$ cat config.mk
export PLATFORM = sky130hd
export DESIGN_NAME = lidar_sector_min_range_core
export DESIGN_NICKNAME = d
export VERILOG_FILES = /design/src/design/lsmr_pkg.sv /design/src/design/lsmr_angle_gen.sv /design/src/design/lsmr_scan_acc.sv /design/src/design/lidar_sector_min_range_core.sv
export SDC_FILE = /design/constraint.sdc
export NUM_CORES = 1
export LEC_CHECK = 0
export BUFFER_PORTS_ARGS = -buffer_cell sky130_fd_sc_hd__buf_2
export CORE_ASPECT_RATIO = 1.75
export CORE_MARGIN = 10
export CORE_UTILIZATION = 60
export CTS_CLUSTER_DIAMETER = 120
export DETAILED_ROUTE_END_ITERATION = 8
export PLACE_DENSITY = 0.79
export SLEW_MARGIN = 20
export SYNTH_ARGS = -nofsm -noshare
export SYNTH_HDL_FRONTEND = slang
export SYNTH_SLANG_ARGS = --single-unit
$ cat constraint.sdc
create_clock -name clk_i -period 20.1 [get_ports clk_i]
set_input_delay 4.02 -clock clk_i [delete_from_list [all_inputs] [get_ports clk_i]]
set_output_delay 4.02 -clock clk_i [all_outputs]
set_load 0.005 [all_outputs]
$ cat src/design/lsmr_pkg.sv
// Shared types, constants and angle helpers for the lidar sector minimum range block.
`timescale 1ns / 1ps
`default_nettype none
package lsmr_pkg;

  localparam int unsigned CfgIdxW  = 3;
  localparam int unsigned CfgDataW = 17;

  localparam logic [CfgIdxW-1:0] CFG_MIN_RANGE  = 3'd0;
  localparam logic [CfgIdxW-1:0] CFG_MAX_RANGE  = 3'd1;
  localparam logic [CfgIdxW-1:0] CFG_START_ANG  = 3'd2;
  localparam logic [CfgIdxW-1:0] CFG_ANG_STEP   = 3'd3;
  localparam logic [CfgIdxW-1:0] CFG_FRONT_HALF = 3'd4;
  localparam logic [CfgIdxW-1:0] CFG_SIDE_HALF  = 3'd5;
  localparam logic [CfgIdxW-1:0] CFG_REAR_HALF  = 3'd6;

  localparam logic signed [18:0] HALF_TURN     = 19'sd18000;
  localparam logic signed [18:0] NEG_HALF_TURN = -19'sd18000;
  localparam logic signed [18:0] FULL_TURN     = 19'sd36000;
  localparam logic signed [18:0] TURN_AND_HALF = 19'sd54000;
  localparam logic signed [18:0] NEG_TURN_HALF = -19'sd54000;
  localparam logic signed [18:0] TWO_TURNS     = 19'sd72000;

  localparam logic signed [18:0] CTR_FRONT = 19'sd0;
  localparam logic signed [18:0] CTR_LEFT  = 19'sd9000;
  localparam logic signed [18:0] CTR_RIGHT = -19'sd9000;
  localparam logic signed [18:0] CTR_REAR  = 19'sd18000;

  localparam int unsigned NumSectors = 4;

  typedef logic signed [15:0] angle_t;

  typedef struct packed {
    logic [15:0] range_mm;
    logic        range_finite;
    logic        last_in_scan;
  } sample_t;

  typedef struct packed {
    logic [12:0] point_count;
    logic [12:0] pass_count;
    logic [15:0] front_near_mm;
    logic        front_found;
    logic [15:0] left_near_mm;
    logic        left_found;
    logic [15:0] right_near_mm;
    logic        right_found;
    logic [15:0] rear_near_mm;
    logic        rear_found;
    logic [15:0] nearest_range;
    angle_t      nearest_angle;
  } summary_t;

  typedef struct packed {
    logic [15:0] min_range_mm;
    logic [15:0] max_range_mm;
    logic [14:0] front_half_width;
    logic [14:0] side_half_width;
    logic [14:0] rear_half_width;
  } filt_cfg_t;

  // Wrap into [-18000,18000); valid for inputs within two turns of the window.
  function automatic angle_t wrap_angle(input logic signed [18:0] v);
    logic signed [18:0] r;
    if (v < NEG_TURN_HALF) begin
      r = v + TWO_TURNS;
    end else if (v < NEG_HALF_TURN) begin
      r = v + FULL_TURN;
    end else if (v < HALF_TURN) begin
      r = v;
    end else if (v < TURN_AND_HALF) begin
      r = v - FULL_TURN;
    end else begin
      r = v - TWO_TURNS;
    end
    return angle_t'(r[15:0]);
  endfunction

  function automatic logic in_sector(input angle_t ang, input logic signed [18:0] ctr,
                                     input logic [14:0] half);
    logic signed [18:0] diff;
    angle_t             d;
    logic [16:0]        mag;
    diff = {{3{ang[15]}}, ang} - ctr;
    d    = wrap_angle(diff);
    mag  = d[15] ? (17'd0 - {d[15], d}) : {1'b0, d};
    return mag <= {2'b00, half};
  endfunction

endpackage
`default_nettype wire

$ cat src/design/lsmr_angle_gen.sv
// Running sample angle tracker: hands out the angle of each accepted sample.
`timescale 1ns / 1ps
`default_nettype none
module lsmr_angle_gen (
  input  wire logic               clk_i,
  input  wire logic               rst_ni,
  input  wire logic               accept_i,
  input  wire logic               last_i,
  input  wire logic signed [15:0] start_angle_i,
  input  wire logic signed [16:0] angle_step_i,
  output lsmr_pkg::angle_t        angle_o
);
  import lsmr_pkg::*;

  logic   first_q, first_d;
  angle_t cur_q, cur_d;
  angle_t start_wrapped;

  always_comb begin
    start_wrapped = wrap_angle({{3{start_angle_i[15]}}, start_angle_i});
    angle_o       = first_q ? start_wrapped : cur_q;
    cur_d         = wrap_angle({{3{angle_o[15]}}, angle_o} +
                               {{2{angle_step_i[16]}}, angle_step_i});
    first_d       = last_i;
  end

  always_ff @(posedge clk_i or negedge rst_ni) begin
    if (!rst_ni) begin
      first_q <= 1'b1;
      cur_q   <= '0;
    end else if (accept_i) begin
      first_q <= first_d;
      cur_q   <= cur_d;
    end
  end

endmodule
`default_nettype wire

$ cat src/design/lsmr_scan_acc.sv
// Per-scan accumulator: counters, nearest sample and sector minima.
`timescale 1ns / 1ps
`default_nettype none
module lsmr_scan_acc #(
  parameter int unsigned MAX_POINTS = 4096
) (
  input  wire logic               clk_i,
  input  wire logic               rst_ni,
  input  wire logic               adv_i,
  input  wire lsmr_pkg::sample_t  sample_i,
  input  wire lsmr_pkg::angle_t   angle_i,
  input  wire lsmr_pkg::filt_cfg_t cfg_i,
  output lsmr_pkg::summary_t      summary_o
);
  import lsmr_pkg::*;

  localparam int unsigned CntW = $clog2(MAX_POINTS + 1);
  localparam logic [CntW-1:0] CntMax = CntW'(MAX_POINTS);

  logic [CntW-1:0]       seen_q, seen_d, vcnt_q, vcnt_d;
  logic                  any_q, any_d;
  logic [15:0]           near_q, near_d;
  angle_t                near_ang_q, near_ang_d;
  logic [NumSectors-1:0] hit_q, hit_d, in_sec;
  logic [15:0]           smin_q [NumSectors];
  logic [15:0]           smin_d [NumSectors];
  logic                  ok;
  logic [CntW+12:0]      seen_ext, vcnt_ext;

  always_comb begin
    ok = sample_i.range_finite && (sample_i.range_mm >= cfg_i.min_range_mm) &&
         (sample_i.range_mm <= cfg_i.max_range_mm);
    in_sec[0] = in_sector(angle_i, CTR_FRONT, cfg_i.front_half_width);
    in_sec[1] = in_sector(angle_i, CTR_LEFT, cfg_i.side_half_width);
    in_sec[2] = in_sector(angle_i, CTR_RIGHT, cfg_i.side_half_width);
    in_sec[3] = in_sector(angle_i, CTR_REAR, cfg_i.rear_half_width);

    seen_d     = (seen_q == CntMax) ? seen_q : seen_q + 1'b1;
    vcnt_d     = vcnt_q;
    any_d      = any_q;
    near_d     = near_q;
    near_ang_d = near_ang_q;
    hit_d      = hit_q;
    for (int k = 0; k < NumSectors; k++) begin
      smin_d[k] = smin_q[k];
    end
    if (ok) begin
      any_d = 1'b1;
      if (vcnt_q != CntMax) begin
        vcnt_d = vcnt_q + 1'b1;
      end
      if (!any_q || sample_i.range_mm < near_q) begin
        near_d     = sample_i.range_mm;
        near_ang_d = angle_i;
      end
      for (int k = 0; k < NumSectors; k++) begin
        if (in_sec[k] && (!hit_q[k] || sample_i.range_mm < smin_q[k])) begin
          smin_d[k] = sample_i.range_mm;
          hit_d[k]  = 1'b1;
        end
      end
    end

    seen_ext = {13'd0, seen_d};
    vcnt_ext = {13'd0, vcnt_d};
    summary_o.point_count   = seen_ext[12:0];
    summary_o.pass_count    = vcnt_ext[12:0];
    summary_o.front_near_mm = smin_d[0];
    summary_o.front_found   = hit_d[0];
    summary_o.left_near_mm  = smin_d[1];
    summary_o.left_found    = hit_d[1];
    summary_o.right_near_mm = smin_d[2];
    summary_o.right_found   = hit_d[2];
    summary_o.rear_near_mm  = smin_d[3];
    summary_o.rear_found    = hit_d[3];
    summary_o.nearest_range = near_d;
    summary_o.nearest_angle = near_ang_d;
  end

  always_ff @(posedge clk_i or negedge rst_ni) begin
    if (!rst_ni) begin
      seen_q     <= '0;
      vcnt_q     <= '0;
      any_q      <= 1'b0;
      near_q     <= '1;
      near_ang_q <= '0;
      hit_q      <= '0;
      for (int k = 0; k < NumSectors; k++) begin
        smin_q[k] <= '1;
      end
    end else if (adv_i) begin
      if (sample_i.last_in_scan) begin
        seen_q     <= '0;
        vcnt_q     <= '0;
        any_q      <= 1'b0;
        near_q     <= '1;
        near_ang_q <= '0;
        hit_q      <= '0;
        for (int k = 0; k < NumSectors; k++) begin
          smin_q[k] <= '1;
        end
      end else begin
        seen_q     <= seen_d;
        vcnt_q     <= vcnt_d;
        any_q      <= any_d;
        near_q     <= near_d;
        near_ang_q <= near_ang_d;
        hit_q      <= hit_d;
        for (int k = 0; k < NumSectors; k++) begin
          smin_q[k] <= smin_d[k];
        end
      end
    end
  end

  a_vcnt_le_seen: assert property (@(posedge clk_i) disable iff (!rst_ni)
    vcnt_q <= seen_q) else $error("valid count above point count");

  a_any_matches_cnt: assert property (@(posedge clk_i) disable iff (!rst_ni)
    any_q == (vcnt_q != '0)) else $error("valid flag disagrees with count");

  a_clear_on_last: assert property (@(posedge clk_i) disable iff (!rst_ni)
    adv_i && sample_i.last_in_scan |=> seen_q == '0 && hit_q == '0 && !any_q)
    else $error("scan state not cleared after last sample");

  a_hit_needs_valid: assert property (@(posedge clk_i) disable iff (!rst_ni)
    hit_q != '0 |-> any_q) else $error("sector hit without a valid sample");

endmodule
`default_nettype wire

$ cat src/design/lidar_sector_min_range_core.sv
// Top level of the lidar sector minimum range block.
// Usage:
//   Range samples arrive on the in_* valid/ready channel, one per transaction.
//   The sample marked last_in_scan closes the scan: one summary transaction is
//   then presented on out_* (valid/ready). Other samples produce no output.
//   Registers are written through cfg_we_i/cfg_idx_i/cfg_wdata_i, one per
//   cycle, while no transaction is in flight; indexes 7 and above are ignored.
// Timing:
//   One sample per cycle is accepted while in_ready_o is high. A sample is
//   captured in an input register and folded into the scan state from there;
//   a closing sample loads its summary into the output register, which drives
//   out_valid_o, at the same edge at which it is folded in.
//   While a summary waits for out_ready_i, further samples keep flowing into
//   the next scan; only a following last sample waits in the input register,
//   which then holds off in_ready_o.
// Reset:
//   Asynchronous active-low reset clears the scan state, loads the register
//   defaults and empties both the input and output registers.
`timescale 1ns / 1ps
`default_nettype none
module lidar_sector_min_range_core #(
  parameter int unsigned MAX_POINTS = 4096
) (
  input  wire logic                             clk_i,
  input  wire logic                             rst_ni,
  input  wire logic                             in_valid_i,
  output logic                                  in_ready_o,
  input  wire lsmr_pkg::sample_t                in_data_i,
  output logic                                  out_valid_o,
  input  wire logic                             out_ready_i,
  output lsmr_pkg::summary_t                    out_data_o,
  input  wire logic                             cfg_we_i,
  input  wire logic [lsmr_pkg::CfgIdxW-1:0]     cfg_idx_i,
  input  wire logic [lsmr_pkg::CfgDataW-1:0]    cfg_wdata_i
);
  import lsmr_pkg::*;

  filt_cfg_t          cfg_q;
  logic signed [15:0] start_q;
  logic signed [16:0] step_q;

  logic     s1_valid_q, s1_valid_d;
  sample_t  s1_q;
  angle_t   s1_ang_q;
  angle_t   new_ang;
  logic     in_acc, s1_adv, out_free;
  logic     out_valid_q, out_valid_d;
  summary_t out_q, acc_sum;

  always_ff @(posedge clk_i or negedge rst_ni) begin
    if (!rst_ni) begin
      cfg_q.min_range_mm     <= 16'd100;
      cfg_q.max_range_mm     <= 16'd12000;
      cfg_q.front_half_width <= 15'd1500;
      cfg_q.side_half_width  <= 15'd2000;
      cfg_q.rear_half_width  <= 15'd2000;
      start_q                <= -16'sd18000;
      step_q                 <= 17'sd50;
    end else if (cfg_we_i) begin
      unique case (cfg_idx_i)
        CFG_MIN_RANGE:  cfg_q.min_range_mm     <= cfg_wdata_i[15:0];
        CFG_MAX_RANGE:  cfg_q.max_range_mm     <= cfg_wdata_i[15:0];
        CFG_START_ANG:  start_q                <= signed'(cfg_wdata_i[15:0]);
        CFG_ANG_STEP:   step_q                 <= signed'(cfg_wdata_i);
        CFG_FRONT_HALF: cfg_q.front_half_width <= cfg_wdata_i[14:0];
        CFG_SIDE_HALF:  cfg_q.side_half_width  <= cfg_wdata_i[14:0];
        CFG_REAR_HALF:  cfg_q.rear_half_width  <= cfg_wdata_i[14:0];
        default: ;
      endcase
    end
  end

  always_comb begin
    out_free    = !out_valid_q || out_ready_i;
    s1_adv      = s1_valid_q && (!s1_q.last_in_scan || out_free);
    in_ready_o  = !s1_valid_q || s1_adv;
    in_acc      = in_valid_i && in_ready_o;
    s1_valid_d  = in_acc ? 1'b1 : (s1_adv ? 1'b0 : s1_valid_q);
    out_valid_d = (s1_adv && s1_q.last_in_scan) ? 1'b1 :
                  (out_ready_i ? 1'b0 : out_valid_q);
    out_valid_o = out_valid_q;
    out_data_o  = out_q;
  end

  lsmr_angle_gen u_angle (
    .clk_i         (clk_i),
    .rst_ni        (rst_ni),
    .accept_i      (in_acc),
    .last_i        (in_data_i.last_in_scan),
    .start_angle_i (start_q),
    .angle_step_i  (step_q),
    .angle_o       (new_ang)
  );

  lsmr_scan_acc #(
    .MAX_POINTS (MAX_POINTS)
  ) u_acc (
    .clk_i     (clk_i),
    .rst_ni    (rst_ni),
    .adv_i     (s1_adv),
    .sample_i  (s1_q),
    .angle_i   (s1_ang_q),
    .cfg_i     (cfg_q),
    .summary_o (acc_sum)
  );

  always_ff @(posedge clk_i or negedge rst_ni) begin
    if (!rst_ni) begin
      s1_valid_q  <= 1'b0;
      out_valid_q <= 1'b0;
    end else begin
      s1_valid_q  <= s1_valid_d;
      out_valid_q <= out_valid_d;
    end
  end

  always_ff @(posedge clk_i) begin
    if (in_acc) begin
      s1_q     <= in_data_i;
      s1_ang_q <= new_ang;
    end
    if (s1_adv && s1_q.last_in_scan) begin
      out_q <= acc_sum;
    end
  end

  a_last_held: assert property (@(posedge clk_i) disable iff (!rst_ni)
    s1_valid_q && s1_q.last_in_scan && !out_free |=> s1_valid_q && $stable(s1_q))
    else $error("stalled last sample dropped");

  a_no_overwrite: assert property (@(posedge clk_i) disable iff (!rst_ni)
    out_valid_q && !out_ready_i |=> out_valid_q && $stable(out_q))
    else $error("pending summary overwritten");

  a_nonlast_flows: assert property (@(posedge clk_i) disable iff (!rst_ni)
    s1_valid_q && !s1_q.last_in_scan |-> in_ready_o)
    else $error("ordinary sample stalled the input");

endmodule
`default_nettype wire

# After elaboration in Yosys (flattened, before gate mapping)
# Cells that the tools add are included.
dict set report op_classes {
  add_sub_neg 34
  n_lt_le_gt_ge 35
  n_eq_ne 8
  mux 58
  n_reduce_logical 37
}
# cell count
set op_table {}
lappend op_table {{$mux 16} 35}
lappend op_table {{$mux 64} 2}
lappend op_table {{$lt 17x16->1 const B} 6}
lappend op_table {{$lt 17x17->1 const B} 6}
lappend op_table {{$add 16x14->16 const B} 6}
lappend op_table {{$add 16x16->16 const B} 6}
lappend op_table {{$sub 16x14->16 const B} 6}
lappend op_table {{$sub 16x16->16 const B} 6}
lappend op_table {{$lt 16x16->1} 5}
lappend op_table {{$le 17x15->1} 4}
lappend op_table {{$lt 16x17->1 const B} 4}
lappend op_table {{$mux 17} 4}
lappend op_table {{$sub 1x16->17 const A} 4}
lappend op_table {{$mux 13} 5}
lappend op_table {{$lt 16x16->1 const B} 4}
lappend op_table {{$lt 18x16->1 const B} 2}
lappend op_table {{$lt 18x17->1 const B} 2}
lappend op_table {{$sub 16x15->17 const B} 2}
lappend op_table {{$add 13x1->13 const B} 2}
lappend op_table {{$add 16x17->18} 1}
lappend op_table {{$sub 16x16->17 const B} 1}
lappend op_table {{$ge 16x16->1} 1}
lappend op_table {{$le 16x16->1} 1}
lappend op_table {{$reduce_and 2->1} 8}
lappend op_table {{12 further kinds} 49}
dict set report totals {
  register_bits 416
  wordCells 209
}

# Longest topological paths before layout
# Gate-level depths: netlist of the first run.
dict set report logic_depth {
  depth_word 13
  ltp_mapped 32
  depth_no_buf 28
}

# Hierarchy
# A second synthesis of the first run with hierarchy kept.
dict set report hier_totals {
  cells_unflattened 2926
  area_unflattened_um2 29587.1
}
# mod n_inst cells_per_inst area_per_inst_um2 seq_area_each_um2
set modules_own_cells {}
lappend modules_own_cells {lsmr_scan_acc 1 2071 16807.4 3278.1}
lappend modules_own_cells {lidar_sector_min_range_core 1 411 9206.3 7657.3}
lappend modules_own_cells {lsmr_angle_gen 1 444 3573.4 426.7}

# Worst setup path after synthesis of the first run
# No wires, ideal clock.
dict set report synth_path {
  kind {input to output}
  start {in out_ready_i}
  end {out in_ready_o}
  arrival_ps 4223
  t_required_ps 16080
  path_slack_ps 11857
  path_stages 1
  path_buffers 0
  cell_sequence {nand4b_1}
}
dict set report synth_between {
  elab_chain_len 4
}
# item line
set synth_lines {}
lappend synth_lines {{start: declaration} lidar_sector_min_range_core.sv:30} ;# input wire logic out_ready_i,
lappend synth_lines {{$logic_or 1x1->1} lidar_sector_min_range_core.sv:74} ;# out_free = !out_valid_q || out_ready_i;
lappend synth_lines {{$logic_or 1x1->1} lidar_sector_min_range_core.sv:75} ;# s1_adv = s1_valid_q && (!s1_q.last_in_scan || out_free);
lappend synth_lines {{$logic_and 1x1->1} lidar_sector_min_range_core.sv:75}
lappend synth_lines {{$logic_or 1x1->1} lidar_sector_min_range_core.sv:76} ;# in_ready_o = !s1_valid_q || s1_adv;
lappend synth_lines {{end: declaration} lidar_sector_min_range_core.sv:27} ;# output logic in_ready_o,
# Every way passes these cells.

# Final worst setup path of the first run
dict set report layout_path {
  start {reg s1_ang_q[5]}
  end {reg u_acc.smin_q[19] (netlist name)}
}
dict set report layout_between {
  elab_chain_len 13
}
# item line
set layout_lines {}
lappend layout_lines {{start: declaration} lidar_sector_min_range_core.sv:44} ;# angle_t s1_ang_q;
lappend layout_lines {{start signal: assignment} lidar_sector_min_range_core.sv:120} ;# s1_ang_q <= new_ang;
lappend layout_lines {{$sub 16x15->17 *} lsmr_pkg.sv:84} ;# diff = {{3{ang[15]}}, ang} - ctr;
lappend layout_lines {{$sub 16x14->16 (tied with other cells)} lsmr_pkg.sv:74} ;# r = v - TWO_TURNS;
lappend layout_lines {{$mux 16} lsmr_pkg.sv:71} ;# end else if (v < TURN_AND_HALF) begin
lappend layout_lines {{$mux 16} lsmr_pkg.sv:69} ;# end else if (v < HALF_TURN) begin
lappend layout_lines {{$mux 16} lsmr_pkg.sv:67} ;# end else if (v < NEG_HALF_TURN) begin
lappend layout_lines {{$mux 16 *} lsmr_pkg.sv:65} ;# if (v < NEG_TURN_HALF) begin
lappend layout_lines {{$sub 1x16->17} lsmr_pkg.sv:86} ;# mag = d[15] ? (17'd0 - {d[15], d}) : {1'b0, d};
lappend layout_lines {{$mux 17 *} lsmr_pkg.sv:86}
lappend layout_lines {{$le 17x15->1 *} lsmr_pkg.sv:87} ;# return mag <= {2'b00, half};
lappend layout_lines {{$logic_and 1x1->1 *} lsmr_scan_acc.sv:57} ;# if (in_sec[k] && (!hit_q[k] || sample_i.range_mm < smin_q[k])) begin
lappend layout_lines {{$mux 16 *} lsmr_scan_acc.sv:57}
lappend layout_lines {{$mux 64 *} lsmr_scan_acc.sv:47} ;# if (ok) begin
lappend layout_lines {{$mux 64 *} lsmr_scan_acc.sv:92} ;# if (sample_i.last_in_scan) begin
lappend layout_lines {{end signal: indexed assignment} lsmr_scan_acc.sv:110} ;# smin_q[k] <= smin_d[k];
lappend layout_lines {{end: declaration} lsmr_scan_acc.sv:25} ;# logic [15:0] smin_q [NumSectors];
# Every way passes the cells marked *; elsewhere a longest branch is shown, timed or not.
# A chain may end at the register's enable or synchronous reset.

==> results of run 1 <==
==> worst max-delay path: cells and delay by family (launching register included) <==
| kind | cells | cell delay (ps) |
|---|---|---|
| AO/OA/AOI/OAI | 14 | 4060 |
| XOR/XNOR | 3 | 1290 |
| AND/OR/NAND/NOR | 6 | 1060 |
| adder cells (fa/ha/maj) | 3 | 900 |
| flip-flops | 1 | 760 |
| buffers and inverters | 2 | 570 |
==> synth_stat cells (7+ instances only) <==
cell type / instances / area, µm²
ha_1: 235 / 2940
nand2_1: 232 / 871
o21ai_0: 213 / 1070
inv_1: 204 / 766
nor2_1: 181 / 679
edfxtp_1: 160 / 4800
mux2_2: 160 / 1800
a21oi_1: 139 / 696
dfrtp_1: 135 / 3380
dfstp_2: 121 / 3180
clkbuf_1: 111 / 417
xnor2_1: 111 / 972
a21o_1: 52 / 390
xor2_1: 52 / 455
nor3_1: 46 / 230
nand3_1: 44 / 220
a22oi_1: 33 / 248
a211oi_1: 31 / 233
o32a_1: 30 / 300
a31oi_1: 29 / 181
nand2b_1: 29 / 181
o22ai_1: 29 / 181
nor2b_1: 28 / 175
o21a_1: 27 / 203
or3_1: 24 / 150
nand4_1: 22 / 138
o211ai_1: 20 / 150
o22a_1: 19 / 166
and3_1: 16 / 100
and2_1: 15 / 93.8
o31ai_1: 15 / 113
buf_2: 14 / 70.1
nor4_1: 12 / 75.1
nor3b_1: 11 / 82.6
a2111oi_0: 10 / 87.6
mux2i_1: 9 / 90.1
a21boi_0: 8 / 60.1
buf_1: 8 / 30.0
o32ai_1: 8 / 70.1
or2_2: 8 / 50.1
o221ai_1: 7 / 61.3
==> worst max-delay path by stage <==
stage	from	endpoint	cells after the start
final	s1_ang_q[5]$_DFFE_PP_	u_acc.smin_q[19]$_DFFE_PN1P_	28
after floorplan	out_ready_i	in_ready_o	1
after global routing	s1_ang_q[5]$_DFFE_PP_	u_acc.smin_q[19]$_DFFE_PN1P_	28
after global placement	out_ready_i	in_ready_o	3
after detailed placement	s1_ang_q[4]$_DFFE_PP_	u_acc.smin_q[37]$_DFFE_PN1P_	24
after CTS	s1_ang_q[4]$_DFFE_PP_	u_acc.smin_q[38]$_DFFE_PN1P_	24
==> routing by layer <==
layer | global-route usage [%] | vias up | share of wire, %
li1 | - | 10292 | -
met1 | 31.1 | 11084 | 36
met2 | 52.5 | 917 | 51
met3 | 4.59 | 329 | 5.7
met4 | 22.0 | 2 | 7.7
met5 | 0 | - | 0.014
==> flip-flops by register name, indices dropped and copies added (netlist names) <==
| name | count |
|---|---|
| out_data_o | 126 |
| cfg_q | 77 |
| u_acc.smin_q | 64 |
| s1_q | 18 |
| step_q | 17 |
| s1_ang_q | 16 |
| start_q | 16 |
| u_acc.near_ang_q | 16 |
| u_acc.near_q | 16 |
| u_angle.cur_q | 16 |
| u_acc.seen_q | 13 |
| u_acc.vcnt_q | 13 |
| u_acc.hit_q | 4 |
| out_valid_o | 1 |
| s1_valid_q | 1 |
| u_acc.any_q | 1 |
| u_angle.first_q | 1 |
==> power breakdown <==
part,switching (mW),leakage [nW],internal (mW),total (mW)
Combinational,1.70,7.98,1.11,2.81
Sequential,0.148,4.41,1.14,1.29
Clock,0.357,0.713,0.488,0.844
==> placed cells by master (no fill, tap or decap), types with 9 or more instances in the layout <==
master,netlist,routed
a2111oi_0,10,10
a211oi_1,31,31
a21o_1,52,52
a21oi_1,139,137
a22oi_1,33,33
a31oi_1,29,29
and2_1,15,15
and3_1,16,16
buf_2,14,169
buf_4,3,43
clkbuf_16,0,41
dfrtp_1,135,135
dfstp_2,121,121
edfxtp_1,160,160
ha_1,235,235
inv_1,204,203
mux2_2,160,160
mux2i_1,9,9
nand2_1,232,231
nand2b_1,29,29
nand3_1,44,44
nand4_1,22,22
nor2_1,181,180
nor2b_1,28,28
nor3_1,46,43
nor4_1,12,12
o211ai_1,20,20
o21a_1,27,27
o21ai_0,213,213
o22a_1,19,19
o22ai_1,29,29
o31ai_1,15,15
o32a_1,30,30
or3_1,24,24
xnor2_1,111,111
xor2_1,52,52
==> layout make-up <==
cell class,instances,share of cell area [%]
clock inverter,24,1.21
tap,577,2.39
sequential,416,37.6
clock buffer,50,3.64
timing repair buffer,215,4.04
multi-input combinational,2018,48.6
inverter,208,2.59
==> cells by family after synthesis <==
family	count (synthesis)	synth area share, %
DFF	416	41.6
muxes	170	6.97
AOI/OAI and AO/OA	751	18.3
adders and majority gates	236	10.8
and+or+nand+nor	696	12.0
buffers and inverters	348	4.95
xor gates and xnor gates	165	5.34
==> results.sh, run 1 <==
export IMPL_post_cts_setup_buffers=0
export IMPL_area_delta_synth_final_pct=10.6
export IMPL_ys_ff_latch=416
export IMPL_dieArea_mm2=0.0548
export IMPL_hold_viol_final=0
export IMPL_required_ps=20610
export IMPL_post_dp_cell_area_mm2=0.0287
export IMPL_worst_setup_path_start_kind="flop"
export IMPL_final_antenna_net_count=0
export IMPL_total_power_mw=4.95
export IMPL_cp_max_fo=32
export IMPL_cts_htree_levels=2
export IMPL_synthCells=2782
export IMPL_hold_depth=2
export IMPL_ys_warn_count=0
export IMPL_leakagePower_nw=13.1
export IMPL_setup_viol=0
export IMPL_crit_type="reg -> reg"
export IMPL_ys_seq_area_share_pct=41.6
export IMPL_syn_num_nets=3061
export IMPL_drc=0
export IMPL_synth_area_mm2=0.0273
export IMPL_layout_min_cycle_time_ps=8730
export IMPL_postLayoutSetupSlackWorst_ps=11370
export IMPL_finalCritPeriodShare_pct=43.4
export IMPL_pin_count=171
export IMPL_crit_arrival_ps=9240
export IMPL_hold_slack_ps=486
export IMPL_crit_path_max_incr_delay_ps=810
export IMPL_die_w_um=181
export IMPL_clock_skew_ps=26.4
export IMPL_grt_overflow_total=0
export IMPL_grtUsageTotal_pct=29.6
export IMPL_fin_cells=3508
export IMPL_drv_cap=0
export IMPL_status="complete, no violations"
export IMPL_antenna_found_initial=1
export IMPL_dr_first_iter_drc_count=2028
export IMPL_clock_path_buffers=3
export IMPL_nets=3178
export IMPL_place_ws_ps=11450
export IMPL_port_buffer_count=170
export IMPL_die_h_um=302
export IMPL_hp_class="reg -> reg"
export IMPL_n_fill_cell=3501
export IMPL_n_antenna_cell=0
export IMPL_grt_max_degree=113
export IMPL_synth_edff_count=160
export IMPL_core_mm2=0.0451
export IMPL_avgViaCountPerCell=6.45
export IMPL_synth_cell_types=92
export IMPL_synthArstFlopShare_pct=61.5
export IMPL_cts_num_sinks=416
export IMPL_ys_flop_type="edfxtp_1"
export IMPL_postCtsHoldBufs=0
export IMPL_slowest_stage="a21oi_1"
export IMPL_grt_pass1_vias=23428
export IMPL_drive_above_1_share_pct=20.8
export IMPL_p_per_area_mw_per_mm2=164
export IMPL_place_congestion=0.952
export IMPL_cts_buffers=40
export IMPL_grt_pass1_wl_um=130000
export IMPL_fin_area_mm2=0.0302
export IMPL_vias=22624
export IMPL_hold_path_end="u_angle.cur_q[14]$_DFFE_PN0P_"
export IMPL_hpwl_um=59300
export IMPL_reg2reg_depth=28
export IMPL_slew_headroom_pct=29.1
export IMPL_vdd_drop_max_mv=0.152
export IMPL_clk_latency_ps=580
export IMPL_maxSlewViolCount=0
export IMPL_endpoint_kind="flop"
export IMPL_start_util_pct=60.6
export IMPL_max_freq_ghz=0.115
export IMPL_cpMostUsedCell="a21oi_1"
export IMPL_wirelength_um=83500
export IMPL_rsz0062_at_grt="false"
export IMPL_syn_area_per_cell_um2=9.83
export IMPL_cts_tree="done"
export IMPL_rows=103
export IMPL_reg2reg_to="u_acc.smin_q[19]$_DFFE_PN1P_"
export IMPL_firstDrtPassIters=7
export IMPL_cts_repair_resized=0
export IMPL_worstHoldStart="u_angle.cur_q[14]$_DFFE_PN0P_"
export IMPL_root_buffer="clkbuf_16"
export IMPL_seqCellArea_mm2=0.0114
export IMPL_tns_ps=0
export IMPL_r2r_slack_ps=11370
export IMPL_routedWlPerCell_um=23.8
export IMPL_multi_input_area_mm2=0.0147
export IMPL_numPlacedInstances=3432
export IMPL_final_util_pct=67.0
export IMPL_clk_pin_slew_ps=70
export IMPL_worstMarginPinSlew_ps=1050
export IMPL_rr_startpoint="s1_ang_q[5]$_DFFE_PP_"
Note: power is estimated with default switching activity, not from simulation.
==> inputs of run 2 (changes only) <==
==> constraint.sdc (replaced) <==
create_clock -name clk_i -period 8.1 [get_ports clk_i]
set_input_delay 1.62 -clock clk_i [delete_from_list [all_inputs] [get_ports clk_i]]
set_output_delay 1.62 -clock clk_i [all_outputs]
set_load 0.005 [all_outputs]
==> results.sh, run 2 (same netlist as run 1, synthesis figures left out) <==
export IMPL_clock_skew_ps=22.2
export IMPL_finalCritPeriodShare_pct=92.3
export IMPL_p_per_area_mw_per_mm2=410
export IMPL_hold_viol_final=0
export IMPL_drv_cap=0
export IMPL_final_common_cell="ha_1"
export IMPL_nets=3203
export IMPL_pin_count=171
export IMPL_path_buf_inv=5
export IMPL_critical_path_top_delay_family="compound AO/OA/AOI/OAI gates"
export IMPL_crit_type="reg -> reg"
export IMPL_final_antenna_net_count=0
export IMPL_rsz0062_at_grt="false"
export IMPL_use_met3_pct=4.64
export IMPL_crit_path_max_incr_delay_ps=760
export IMPL_max_freq_ghz=0.134
export IMPL_clk_latency_ps=560
export IMPL_vdd_drop_max_mv=0.411
export IMPL_maxSlewViolCount=0
export IMPL_port_buffer_count=170
export IMPL_final_cell_mix="235 x ha_1, 231 x nand2_1, 212 x o21ai_0"
export IMPL_cts_tree="done"
export IMPL_start_util_pct=60.6
export IMPL_worst_setup_path_start_kind="flop"
export IMPL_largest_register_ffs=126
export IMPL_top_usage_layer="met2"
export IMPL_clk_pin_slew_ps=70
export IMPL_status="complete, no violations"
export IMPL_grt_overflow_total=0
export IMPL_slew_headroom_pct=33.0
export IMPL_worst_path_stages=29
export IMPL_avgViaCountPerCell=6.44
export IMPL_required_ps=8600
export IMPL_dr_first_iter_drc_count=2065
export IMPL_cts_htree_levels=2
export IMPL_setup_viol=0
export IMPL_drive_above_1_share_pct=21.4
export IMPL_n_antenna_cell=0
export IMPL_rows=103
export IMPL_grtUsageMet1_pct=30.4
export IMPL_total_power_mw=12.5
export IMPL_root_buffer="clkbuf_16"
export IMPL_endpoint_kind="flop"
export IMPL_vias=22736
export IMPL_hp_class="reg -> reg"
export IMPL_cts_num_sinks=416
export IMPL_antenna_found_initial=1
export IMPL_use_met2_pct=54.9
export IMPL_cp_max_fo=16
export IMPL_crit_arrival_ps=7980
export IMPL_layout_min_cycle_time_ps=7480
export IMPL_dieArea_mm2=0.0548
export IMPL_tns_ps=0
export IMPL_slowest_stage="xnor2_1"
export IMPL_leakagePower_nw=13.2
export IMPL_worstMarginPinSlew_ps=1000
export IMPL_grt_max_degree=132
export IMPL_wirelength_um=86100
export IMPL_cts_buffers=39
export IMPL_cts_repair_resized=0
export IMPL_grt_pass1_wl_um=132000
export IMPL_grtUsageTotal_pct=30.4
export IMPL_firstDrtPassIters=5
export IMPL_place_congestion=1.00
export IMPL_cpMostUsedCell="a21oi_1"
export IMPL_drc=0
export IMPL_routedWlPerCell_um=24.4
export IMPL_hpwl_um=63100
export IMPL_area_delta_synth_final_pct=11.1
export IMPL_clock_path_buffers=3
export IMPL_hold_depth=2
export IMPL_reg2reg_depth=29
export IMPL_die_w_um=181
export IMPL_die_h_um=302
export IMPL_core_mm2=0.0451
export IMPL_grt_pass1_vias=23614
## run 2: changes by cell type in the layout (fill, tap and decap cells not counted), sizes merged
cell	before	now
inv	208	206
clkbuf	50	51
buf	215	241
clkinv	15	16
clkinvlp	2	0
## run 2: final cells by class
class                      count  area, µm²
clock buffer                  51       1130
clock inverter                21        295
fill                        3555      14700
inverter                     208        783
multi-input combinational   2018      14700
sequential                   416      11400
tap                          577        722
timing repair buffer         241       1410
## run 2: power by group
part / leakage [nW] / internal (mW) / switching, mW / total, mW
logic: 8.10 / 2.85 / 4.39 / 7.24
clock network: 0.713 / 1.22 / 0.838 / 2.05
registers: 4.41 / 2.83 / 0.351 / 3.18
total: 13.2 / 6.89 / 5.58 / 12.5
## run 2: worst paths after layout
kind	from	end	slack (ps)
max	s1_ang_q[5]$_DFFE_PP_	u_acc.smin_q[19]$_DFFE_PN1P_	620
min	u_angle.cur_q[12]$_DFFE_PN0P_	u_angle.cur_q[12]$_DFFE_PN0P_	480
max reg2reg	s1_ang_q[5]$_DFFE_PP_	u_acc.smin_q[19]$_DFFE_PN1P_	620
min reg2reg	u_angle.cur_q[12]$_DFFE_PN0P_	u_angle.cur_q[12]$_DFFE_PN0P_	480
max in group asynchronous	rst_ni	u_acc.seen_q[1]$_DFFE_PN0P_	5590
min in group asynchronous	rst_ni	step_q[16]$_DFFE_PN0P_	1180
## run 2: tightest hold or removal path: stages, from the launching register on
cell	delay, ps
dfrtp_1	340
nand2_1	50
o21ai_0	60
## run 2: stage by stage
| stage | instance area [µm²] | hold slack [ps] | instances | worst slack, ps | util, % |
|---|---|---|---|---|---|
| floorplan | 27300 | 442 | 2782 | 1560 | - |
| global placement | 28900 | 457 | 3458 | 858 | 64.2 |
| detailed placement | 28900 | 469 | 3458 | 724 | 64.2 |
| CTS | 30400 | 483 | 3530 | 635 | 67.3 |
| global route | 30400 | 518 | 3532 | 27.5 | 67.4 |
| finish | 30400 | 479 | 3532 | 624 | 67.4 |
## run 2: timing repair
action	4_1_cts	5_1_grt
endpoints found under the setup margin	0	1
setup buffers	0	1
hold buffers	0	0
## run 2: layer usage
layer | vias up | share of wire, % | wire, µm
met3 | 351 | 6.1 | 5240
met2 | 1028 | 51 | 44000
met5 | - | 0.0093 | 8
met4 | 2 | 8.9 | 7630
li1 | 10353 | - | -
met1 | 11002 | 34 | 29200
